===== src/sv/anchor_chain_dp_assert.svh =====
// Assertion macros used by the anchor chaining top level.
`ifndef ANCHOR_CHAIN_DP_ASSERT_SVH
`define ANCHOR_CHAIN_DP_ASSERT_SVH

// Same-cycle implication, checked out of reset.
`define ACD_ASSERT_NOW(lbl, ante, cons, msg) \
    lbl: assert property (@(posedge i_clk) disable iff (!i_rst_n) (ante) |-> (cons)) \
        else $error(msg);

// Next-cycle implication, checked out of reset.
`define ACD_ASSERT_NEXT(lbl, ante, cons, msg) \
    lbl: assert property (@(posedge i_clk) disable iff (!i_rst_n) (ante) |=> (cons)) \
        else $error(msg);

`endif


===== src/sv/acd_pkg.sv =====
// Package with types and constants of the anchor chaining block.
`timescale 1ns / 1ps
`default_nettype none
package acd_pkg;

    localparam int ACD_MAX_ANCHORS = 64;
    localparam logic [15:0] ACD_GAP_RESET = 16'd1024;

    typedef struct packed {
        logic [31:0] ref_pos;
        logic [15:0] read_pos;
        logic [15:0] anchor_len;
        logic        last_anchor;
    } t_anchor_in;

    typedef struct packed {
        logic [5:0]  anchor_index;
        logic [21:0] chain_score;
        logic        is_last;
    } t_chain_out;

    // Predecessor data driven to every cell during the scan.
    typedef struct packed {
        logic        valid;
        logic [32:0] ref_end;
        logic [16:0] read_end;
        logic [17:0] read_lim;
        logic [21:0] score;
    } t_bcast;

    // Current node data driven to every cell during the walk back.
    typedef struct packed {
        logic [21:0] score;
        logic [15:0] len;
    } t_bt;

    // What one cell shows of its anchor.
    typedef struct packed {
        logic [31:0] ref_pos;
        logic [15:0] read_pos;
        logic [15:0] anchor_len;
        logic [21:0] score;
    } t_cell_view;

    typedef enum logic [1:0] {
        ST_IDLE,
        ST_CLEAR,
        ST_SCAN,
        ST_BACK
    } t_state;

endpackage
`default_nettype wire


===== src/sv/acd_cell.sv =====
// One chaining cell: holds an anchor, its score and its predecessor mask.
`timescale 1ns / 1ps
`default_nettype none
module acd_cell
    import acd_pkg::*;
#(
    parameter int MAX_ANCHORS = ACD_MAX_ANCHORS,
    parameter int K = 0
) (
    input  wire logic                               i_clk,
    input  wire logic                               i_rst_n,
    input  wire logic                               i_load,
    input  wire t_anchor_in                         i_in,
    input  wire logic                               i_clr,
    input  wire t_bcast                             i_bc,
    input  wire logic [$clog2(MAX_ANCHORS)-1:0]     i_bidx,
    input  wire logic [$clog2(MAX_ANCHORS+1)-1:0]   i_count,
    input  wire t_bt                                i_bt,
    input  wire logic                               i_bt_edge,
    output t_cell_view                              o_view,
    output logic [MAX_ANCHORS-1:0]                  o_pred,
    output logic                                    o_edge,
    output logic                                    o_match
);
    localparam int IW = $clog2(MAX_ANCHORS);
    localparam int CW = $clog2(MAX_ANCHORS+1);

    logic [31:0]            r_ref;
    logic [15:0]            r_read;
    logic [15:0]            r_len;
    logic [21:0]            r_score;
    logic [MAX_ANCHORS-1:0] r_pred;
    logic [21:0]            w_cand;

    always_comb begin
        o_edge = i_bc.valid && (IW'(K) > i_bidx) && (CW'(K) < i_count)
              && ({1'b0, r_ref} >= i_bc.ref_end)
              && ({1'b0, r_read} >= i_bc.read_end)
              && ({2'b0, r_read} <= i_bc.read_lim);
        w_cand  = i_bc.score + 22'(r_len);
        o_match = i_bt_edge && ({1'b0, i_bt.score} == ({7'b0, i_bt.len} + {1'b0, r_score}));
        o_view  = '{ref_pos: r_ref, read_pos: r_read, anchor_len: r_len, score: r_score};
        o_pred  = r_pred;
    end

    always_ff @(posedge i_clk) begin
        if (i_load) begin
            r_ref  <= i_in.ref_pos;
            r_read <= i_in.read_pos;
            r_len  <= i_in.anchor_len;
        end
    end

    always_ff @(posedge i_clk) begin
        if (!i_rst_n) begin
            r_score <= '0;
            r_pred  <= '0;
        end else if (i_clr) begin
            r_score <= '0;
            r_pred  <= '0;
        end else if (o_edge) begin
            r_pred[i_bidx] <= 1'b1;
            if (w_cand > r_score) r_score <= w_cand;
        end
    end
endmodule
`default_nettype wire


===== config.mk =====
export PLATFORM = sky130hd
export DESIGN_NAME = acd_cell
export DESIGN_NICKNAME = d
export VERILOG_FILES = /design/src/sv/anchor_chain_dp_assert.svh /design/src/sv/acd_pkg.sv /design/src/sv/acd_cell.sv
export SDC_FILE = /design/constraint.sdc
export NUM_CORES = 1
export LEC_CHECK = 0
export ABC_AREA = 1
export BUFFER_PORTS_ARGS = -buffer_cell sky130_fd_sc_hd__buf_2
export CAP_MARGIN = 20
export CORE_AREA = 5 5 138 140
export DETAILED_ROUTE_END_ITERATION = 8
export DIE_AREA = 0 0 143 145
export PLACE_DENSITY = 0.43
export SYNTH_ARGS = -nofsm -noshare
export SYNTH_HDL_FRONTEND = slang
export SYNTH_SLANG_ARGS = --single-unit

===== constraint.sdc =====
create_clock -name i_clk -period 0.8 [get_ports i_clk]
set_clock_uncertainty 0.2 [all_clocks]
set_input_delay 0 -clock i_clk [delete_from_list [all_inputs] [get_ports i_clk]]
set_output_delay 0 -clock i_clk [all_outputs]
set_load 0.01 [all_outputs]

Yosys cells after proc, flatten, opt, wreduce, memory -nomap -nowiden --
Cells that the tools add are included.
Storage, ports and cells: register bits after elaboration 150, input port bits 212, output and inout port bits 152, logic and storage cells 29
Cells by class: add/sub/neg operators 2, magnitude comparators 8, equality and inequality tests 1, multiplexer cells 2, bitwise gates (word level) 2, reduce and logical (&&, ||, !) cells 9
Operator list (number):
- OR 64 bit | 1
- greater-or-equal comparator 32 x 33 -> 1 bit | 1
- adder 16 x 22 -> 23 bit | 1
- equality test 22 x 23 -> 1 bit | 1
- adder 22 x 16 -> 22 bit | 1
- greater-than comparator 22 bit | 1
- less-or-equal comparator 16 x 18 -> 1 bit | 1
- greater-or-equal comparator 16 x 17 -> 1 bit | 1
- logical AND 1 bit | 7
- < comparator 1 x 7 -> 1 bit, first input constant | 1
- < comparator 6 x 7 -> 1 bit, second input constant | 1
- demux 1 bit (select 6 bit) | 1
- greater-or-equal comparator 6 x 1 -> 1 bit, second input constant | 1
- greater-than comparator 1 x 6 -> 1 bit, first input constant | 1
- AND reduction 2 bit | 1
- OR reduction 2 bit | 1
- 2-to-1 mux 1 bit | 1
- NOT 1 bit | 1

Longest topological paths before layout --
Gate-level depths: netlist (run 1).
word-level depth 7, gate-level depth with buffers 8, depth with buffers taken out 8

Worst setup path after synthesis (run 1) --
No wires, ideal clock.
kind input-to-output, from input i_bt[32] (netlist name), to output o_match, arrival time 0.530 ns, data required time 0.600 ns, slack 0.070 ns, stages on the path 7, path buffers 0, cells stage by stage inv_1 -> nand2_1 -> nor2_1 -> nand2_1 -> nor2_1 -> nand3_1 -> nor2_1
Between the ends: word-level cells in the longest chain between the ends 2
RTL lines:
- start, declared | RTL line acd_cell.sv:18 | input wire t_bt i_bt,
- equality test 22 x 23 -> 1 bit | RTL line acd_cell.sv:41 | o_match = i_bt_edge && ({1'b0, i_bt.score} == ({7'b0, i_bt.len} + {1'b0, r_score}));
- logical AND 1 bit | RTL line acd_cell.sv:41
- end, declared | RTL line acd_cell.sv:23 | output logic o_match
No other way between the ends.

Worst setup path in the final report (run 1) --
from register r_ref[0], to output o_view[54] (netlist name)
RTL lines:
- start, declared | RTL line acd_cell.sv:28 | logic [31:0] r_ref;
- start signal, assigned | RTL line acd_cell.sv:48 | r_ref <= i_in.ref_pos;
- end, declared | RTL line acd_cell.sv:20 | output t_cell_view o_view,
No word-level cell between the ends.

==> metrics.txt, run 1 <==
cts bufs inserted 9; router iterations before antenna repair 4; Tot Pwr 9.11 mW; die height 145 um; final hold violation count 34; routed vias/inst 3.11; Critical Path End Type output pin; Leak 2.25 nW; CTS Sinks 64; multi-input logic area 569 um^2; grt total ovfl 0; data required time of the worst path 0.60 ns; nets@finish 678; Area Overhead vs Synth 63.1%; Reg power frac 0.446; Clk pwr share 0.405; final number of max-transition violations 0; Clock Path Buffers 2; Gate power share 0.148; TritonCTS clock tree built; final wirelength 7880 um; failing checks hold timing, setup timing; first-pass GRT wire length 11400 um; period utilization 1.39; slowest CP cell edfxtp_1; status finished with violations; Hold Crit Class primary input to flip-flop; pre-CTS WS -0.273 ns; Post-Syn Area 2890 um^2; die area 20700 um^2; maximum VDD drop 1170 uV; initial core utilization 0.163; P_int 7.05 mW; Max Clock Freq 0.898 GHz; largest cells by area after synthesis edfxtp_1 (66%), buf_4 (23%), nand2_1 (3.4%); vias in the first global route 2314; worst hold margin -0.122 ns; PD cells 1930 nW/um^2; CP Cell Sequence buf_2; crit-path max FO 1; Bufs and invs on worst path 1; Sw Share 0.226; Finished Layout Cells 700; CTS HTree Levels 3; Port Buf Inserts 169; Post-CTS Setup Bufs 0; cts hold-fix bufs 64; register area share after synthesis 0.665; Root Buffer clkbuf_16; CP delay by family, top flip-flops; I/O pins 364; #FFs+latches synth 64; Placed Area 3730 um^2; DP HPWL 6410 um; placed cells 623; core area 17700 um^2; Seq. cell area 1920 um^2; number of diodes 0; largest net degree at the start of global routing 39; initial antenna violation count 0; setup slack after layout -0.313 ns; die width 143 um; syn avg cell area 13.0 um^2; DR WL/cell 11.3 um; post-synth top area share 0.665; Rows 49; final setup violation count 73; Switch Pwr 2.06 mW; Setup CP Type flip-flop to output pin; RSZ-0062 raised after global routing true; YS warnings 0; gr usage total 0.0708; share of cells above drive strength 1 0.403; Final Critical Period 1.11 ns; startpoint type of the worst setup path flip-flop; initial DRC count 31; Max Cap Violations 0; # DRC 0; fin area 4710 um^2; synth unique cells 12; Routed Antenna Nets 0; critical path arrival 0.91 ns; Slowest Stage Delay on Critical Path 0.43 ns; Fill cells 1871; Synth Instances 222; vias post-DR 2177; post-synth top area cell edfxtp_1; RePlAce Congestion 0.776; CTS clk-pin slew, worst paths 0.05 ns
per-stage QoR:
step	TNS, ns	utilization
after floorplan	0	-
after global placement	-5.17	0.211
after detailed placement	-5.43	0.211
after CTS	-16.07	0.266
after global routing	-17.59	0.266
final	-14.67	0.266
worst paths after layout:
| kind | start | to | slack [ns] | depth (start not counted) |
|---|---|---|---|---|
| setup / recovery | r_ref[0]$_DFFE_PP_ | o_view[54] | -0.31 | 1 |
| hold / removal | i_in[34] | r_ref[1]$_DFFE_PP_ | -0.12 | 2 |
synth_stat cells (all sizes together):
cell type   n
xor2        3
nand3       2
o21ai       3
xnor2       5
edfxtp     64
nor2        9
conb        1
buf        87
inv        21
nand2      27
sequential cells by signal (all words and copies together), names as in the netlist:
name,cells
r_len,16
r_read,16
r_ref,32
per-layer routing:
layer  GRT usage  vias to the layer above  routed length, um
met5           0                        -                  0
met4      0.0314                        0                139
met3      0.0276                        8               1270
met2       0.129                      201               3810
met1      0.0697                      934               2650
li1            -                     1034                  -
power by group through the flow:
stage                     combinational (mW)  sequential [mW]  clock (mW)
after floorplan                        0.592             4.27           0
after global placement                  1.06             4.13           0
after detailed placement                1.07             4.13           0
after CTS                               1.35             4.06        3.84
after global routing                    1.48             4.09        3.99
final                                   1.35             4.07        3.69
cell type report:
type | count | area share
sequential | 64 | 0.408
timing repair buffer | 234 | 0.332
multi-input combinational | 136 | 0.121
tap | 229 | 0.0608
clock buffer | 11 | 0.0494
inverter | 21 | 0.0167
clock inverter | 5 | 0.0122
kinds of logic (layout without fill, tap and decap cells):
kind of cell / after synthesis / in the layout / synth area share
simple gates: 38 / 38 / 0.0511
other cells: 1 / 87 / 0.00130
compound gates: 3 / 3 / 0.00519
flops: 64 / 64 / 0.665
xor+xnor: 8 / 8 / 0.0242
buf+inv: 108 / 271 / 0.253
layout by cell type, fill, tap and decap left out, types with 3 or more instances in the layout:
master / count
buf_2: 158
buf_4: 3
buf_6: 8
clkbuf_16: 9
conb_1: 87
dlygate4sd3_1: 63
edfxtp_1: 64
inv_1: 18
inv_2: 3
nand2_1: 26
nor2_1: 8
xnor2_1: 4
xor2_1: 3
what timing repair did:
item | CTS | global route
pin swaps | 11 | 2
setup endpoints to repair | 65 | 69
endpoints found under the hold margin | 128 | 60
gates resized for setup | 11 | 4
Note: power is estimated with default switching activity, not from simulation.
==> run 2, diff against run 1 <==
BUFFER_PORTS_ARGS = unset   (was -buffer_cell sky130_fd_sc_hd__buf_2)
CORE_AREA = 5 5 137 139   (was 5 5 138 140)
DIE_AREA = 0 0 142 144   (was 0 0 143 145)
DONT_BUFFER_PORTS = 1   (was unset)
PLACE_DENSITY = 0.3   (was 0.43)
==> run 2 against run 1 <==
Effect of this change:
- the flow still finishes with violations (hold timing, setup timing)
- utilization fell by 4.5 points
- sequential power grew 4.9%
- via count decreased by 28%
- critical path depth is 1 lower
- die area decreased by 1.4%
- fmax rose by 10%
- non-clock buffer count decreased by 170
- count of clock-buffer cells in the layout shrank 2
- sequential share of layout area grew 8.9 points
- first-iteration DRC count grew 52%
- cell count decreased by 24%
- combinational power down 55%
- largest cell class unchanged
==> metrics.txt, run 2 (synthesis results as in run 1) <==
status finished with violations; failing checks hold timing, setup timing; die area 20400 um^2 (-1.4%); top flop regs r_ref (32), r_len (16), r_read (16); first-pass GRT wire length 8560 um (-25%); # DRC 0 (unchanged); Root Buffer clkbuf_16; worst hold margin -0.410 ns (-0.289 ns); DR WL/cell 13.0 um (+15%); Hold Crit Class primary input to flip-flop; Max Cap Violations 0 (unchanged); P_int 6.70 mW (-4.9%); DP HPWL 5200 um (-19%); Routed Antenna Nets 0 (unchanged); maximum VDD drop 961 uV (-18%); routed vias/inst 2.94 (-5.5%); Gate power share 0.070 (-0.078); nets@finish 508 (-25%); CTS clk-pin slew, worst paths 0.06 ns (about the same); pre-CTS WS -0.0989 ns (+0.174 ns); PD cells 2250 nW/um^2 (+16%); grt total ovfl 0 (unchanged); Placed Area 2850 um^2 (-24%); final setup violation count 64 (-12%); cts hold-fix bufs 64 (unchanged); die width 142 um (-0.70%); Setup CP Type flip-flop to output pin; setup slack after layout -0.210 ns (+0.103 ns); router iterations before antenna repair 3 (-1); Clk pwr share 0.440 (+0.035); core area 17500 um^2 (-1.0%); most common cell after layout, fill and taps aside conb_1; initial core utilization 0.165 (+0.00171); Critical Path End Type output pin; initial antenna violation count 0 (unchanged); final wirelength 6870 um (-13%); Reg power frac 0.491 (+0.045); startpoint type of the worst setup path flip-flop; Rows 49 (unchanged); Max Clock Freq 0.990 GHz (+10%); final hold violation count 64 (+88%); Fill cells 1865 (-0.32%); Area Overhead vs Synth 33.8%; period utilization 1.26 (-0.128); RePlAce Congestion 0.675 (-13%); number of diodes 0 (unchanged); die height 144 um (-0.69%); critical path arrival 0.81 ns (-0.10 ns); gr usage total 0.0563 (-0.0145); Sw Share 0.230 (+0.00337); Top reg by flops r_ref; final number of max-transition violations 0 (unchanged); data required time of the worst path 0.60 ns (about the same); initial DRC count 47 (+52%); most frequent cells in the layout conb_1 (87), dlygate4sd3_1 (64), edfxtp_1 (64); crit-path max FO 1 (unchanged); TritonCTS clock tree built; Leak 1.55 nW (-31%); CTS HTree Levels 3 (unchanged); RSZ-0062 raised after global routing true; I/O pins 364 (unchanged); Switch Pwr 2.00 mW (-3.1%); fin area 3870 um^2 (-18%); placed cells 450 (-28%); share of cells above drive strength 1 0.133 (-0.271); cts bufs inserted 9 (unchanged); vias post-DR 1557 (-28%); max reg flops 32 (unchanged); Port Buf Inserts 0 (-100%); CTS Sinks 64 (unchanged); Finished Layout Cells 530 (-24%); Final Critical Period 1.01 ns (-0.103 ns); Clock Path Buffers 2 (unchanged); vias in the first global route 1567 (-32%); largest net degree at the start of global routing 65 (+67%)
-- run 2: cell types whose count changed in the layout (fill, tap and decap cells not counted), moves of 3 or more --
cell        change
buf_2         -158
buf_6           -8
inv_1           -6
nand2_1         -5
nand2_2         +5
xnor2_1         -4
xnor2_2         +4
buf_4           -3
clkinvlp_4      +3
inv_2           +3
nor2_1          -3
-- run 2: area by class of cell --
cell class / instances / area [um^2] / area share
clock buffers: 9 / 225 / 0.0582
repair buffers: 64 / 641 / 0.166
multi-input cells: 136 / 634 / 0.164
clock inverters: 7 / 70.1 / 0.0181
flip-flops and latches: 64 / 1920 / 0.497
well taps: 229 / 287 / 0.0741
inverters: 21 / 88.8 / 0.0230
-- run 2: path summary, 6_finish.rpt --
check	startpoint	to	slack, ns	cells past startpoint
setup / recovery	r_ref[29]$_DFFE_PP_	o_view[83]	-0.21	0
hold / removal	i_load	r_ref[13]$_DFFE_PP_	-0.41	0
-- run 2: power by group through the flow --
stage               clock, mW  combinational (mW)  sequential, mW
finish                   3.83               0.608            4.27
global route             4.17               0.664            4.30
CTS                      3.99               0.580            4.28
detailed placement          0               0.291            4.35
global placement            0               0.290            4.36
floorplan                   0               0.592            4.27
-- run 2: through the flow --
step / setup TNS [ns] / total power [mW] / util
floorplan: 0 / 4.87 / -
global placement: -0.0835 / 4.65 / 0.162
detailed placement: -0.0989 / 4.64 / 0.162
CTS: -11.31 / 8.85 / 0.219
global route: -11.85 / 9.13 / 0.221
finish: -9.82 / 8.70 / 0.221
-- run 2: metal layers --
layer | up-vias | global-route usage | part of all wire
met5 | - | 0 | 0
met4 | 0 | 0.0227 | 0.012
met3 | 9 | 0.0251 | 0.13
met2 | 150 | 0.103 | 0.54
met1 | 705 | 0.0553 | 0.32
li1 | 693 | - | -
-- run 2: timing repair --
action                                 4_1_cts  5_1_grt
endpoints found under the hold margin      128       64
resized for setup                           17       13
buffers inserted                             0        0
setup endpoints to repair                   65       65
pin swaps                                   13       11
==> run 3, diff against run 2 <==
CORE_AREA = 3 3 139 141   (was 5 5 137 139)
==> run 3 against run 2 <==
Effect of this change:
- sequential power about the same
- combinational power up 2%
- worst hold slack worse by 0.0033 ns
- critical endpoint is now o_view[76]
- die area unchanged
- critical path depth unchanged
- the flow still finishes with violations (hold timing, setup timing)
- utilization down 0.15 points
- first-iteration DRC count up 26%
- fmax down 1.1%
==> metrics.txt, run 3 (synthesis results as in run 1) <==
TNS Setup -10.21 ns (-0.392 ns); Area Overhead vs Synth 37.1%; CP Launch Point r_ref[22]$_DFFE_PP_; Seq. cell area 1920 um^2 (unchanged); failing checks hold timing, setup timing; pre-CTS WS -0.188 ns (-0.0886 ns); Leak 1.58 nW (+2.1%); placed cells 451 (+0.22%); grt total ovfl 0 (unchanged); Fill cells 1871 (+0.32%); fin area 3960 um^2 (+2.4%); maximum VDD drop 1160 uV (+20%); cts hold-fix bufs 64 (unchanged); DP HPWL 5100 um (-2.0%); top routing layer used met4; gr usage total 0.0589 (+0.00267); Setup CP Type flip-flop to output pin; RePlAce Congestion 0.675 (+0.10%); initial antenna violation count 0 (unchanged); largest net degree at the start of global routing 65 (unchanged); CP endpoint o_view[76]; Post-CTS Setup Bufs 0 (unchanged); Root Buffer clkbuf_16; share of cells above drive strength 1 0.152 (+0.0194); final number of max-transition violations 0 (unchanged); Clock Path Buffers 2 (unchanged); worst hold margin -0.414 ns (-0.00326 ns); max reg flops 32 (unchanged); status finished with violations; period utilization 1.28 (+0.0137); RSZ-0062 raised after global routing true; Max Cap Violations 0 (unchanged); startpoint type of the worst setup path flip-flop; vias in the first global route 1494 (-4.7%); final hold violation count 64 (unchanged); number of diodes 0 (unchanged); first-pass GRT wire length 8780 um (+2.6%); CTS HTree Levels 3 (unchanged); metal1 wirelength 2140 um (-3.7%); Hold Crit Class primary input to flip-flop; vias post-DR 1597 (+2.6%); Placed Area 2850 um^2 (+0.26%); fin util 0.219 (-0.00154); I/O pins 364 (unchanged); top flop regs r_ref (32), r_len (16), r_read (16); nets@finish 509 (+0.20%); metal3 WL 853 um (-3.2%); initial DRC count 59 (+26%); router iterations before antenna repair 4 (+1); routed vias/inst 3.01 (+2.4%); PD cells 2310 nW/um^2 (+2.7%); Port Buf Inserts 0 (unchanged); met2 WL 3760 um (+2.1%); Top reg by flops r_ref; setup slack after layout -0.221 ns (-0.0110 ns); Rows 49 (unchanged); die width 142 um (unchanged); crit-path max FO 1 (unchanged); die height 144 um (unchanged); Critical Path End Type output pin; cts bufs inserted 9 (unchanged); Finished Layout Cells 531 (+0.19%); die area 20400 um^2 (unchanged); DR WL/cell 13.1 um (+1.1%); multi-input logic area 652 um^2 (+2.8%); core area 18100 um^2 (+3.1%); TritonCTS clock tree built; final wirelength 6960 um (+1.3%); Tot Pwr 9.16 mW (+5.2%); CTS Sinks 64 (unchanged); # DRC 0 (unchanged); most common cell after layout, fill and taps aside conb_1; Max Clock Freq 0.979 GHz (-1.1%); initial core utilization 0.160 (-0.00503); Worst path depth 0 (unchanged); Routed Antenna Nets 0 (unchanged); most frequent cells in the layout conb_1 (87), dlygate4sd3_1 (64), edfxtp_1 (64); Final Critical Period 1.02 ns (+0.0110 ns); critical path arrival 0.82 ns (about the same); CTS clk-pin slew, worst paths 0.06 ns (about the same); data required time of the worst path 0.60 ns (about the same); final setup violation count 65 (+1.6%)
[run 3: final cells by class]
| cell class | instances | share of cell area |
|---|---|---|
| Timing Repair Buffer | 65 | 0.165 |
| Multi-Input combinational cell | 136 | 0.165 |
| Tap cell | 229 | 0.0723 |
| Clock buffer | 9 | 0.0569 |
| Clock inverter | 7 | 0.0253 |
| Sequential cell | 64 | 0.485 |
| Inverter | 21 | 0.0313 |
[run 3: layer usage]
metal | vias to the layer above | GRT usage
met5 | - | 0
met4 | 0 | 0.0318
met3 | 12 | 0.0314
met2 | 161 | 0.105
met1 | 728 | 0.0539
li1 | 696 | -
[run 3: repair_timing]
action | CTS | global route
pin swaps | 5 | 22
endpoints found under the setup margin | 65 | 65
hold endpoints to repair | 128 | 64
gates resized for setup | 8 | 44
[run 3: worst min-delay path by stage]
stage,start,endpoint,cells after the start
after floorplan,i_in[1],r_len[0]$_DFFE_PP_,0
after global placement,i_in[6],r_len[5]$_DFFE_PP_,0
after detailed placement,i_in[62],r_ref[29]$_DFFE_PP_,0
after CTS,i_load,r_ref[9]$_DFFE_PP_,0
after global routing,i_load,r_ref[15]$_DFFE_PP_,0
final,i_load,r_ref[0]$_DFFE_PP_,0
[run 3: where the power goes]
part | internal [mW] | switching, mW
combinational | 0.308 | 0.313
sequential | 4.01 | 0.266
clock | 2.76 | 1.50
total | 7.07 | 2.08
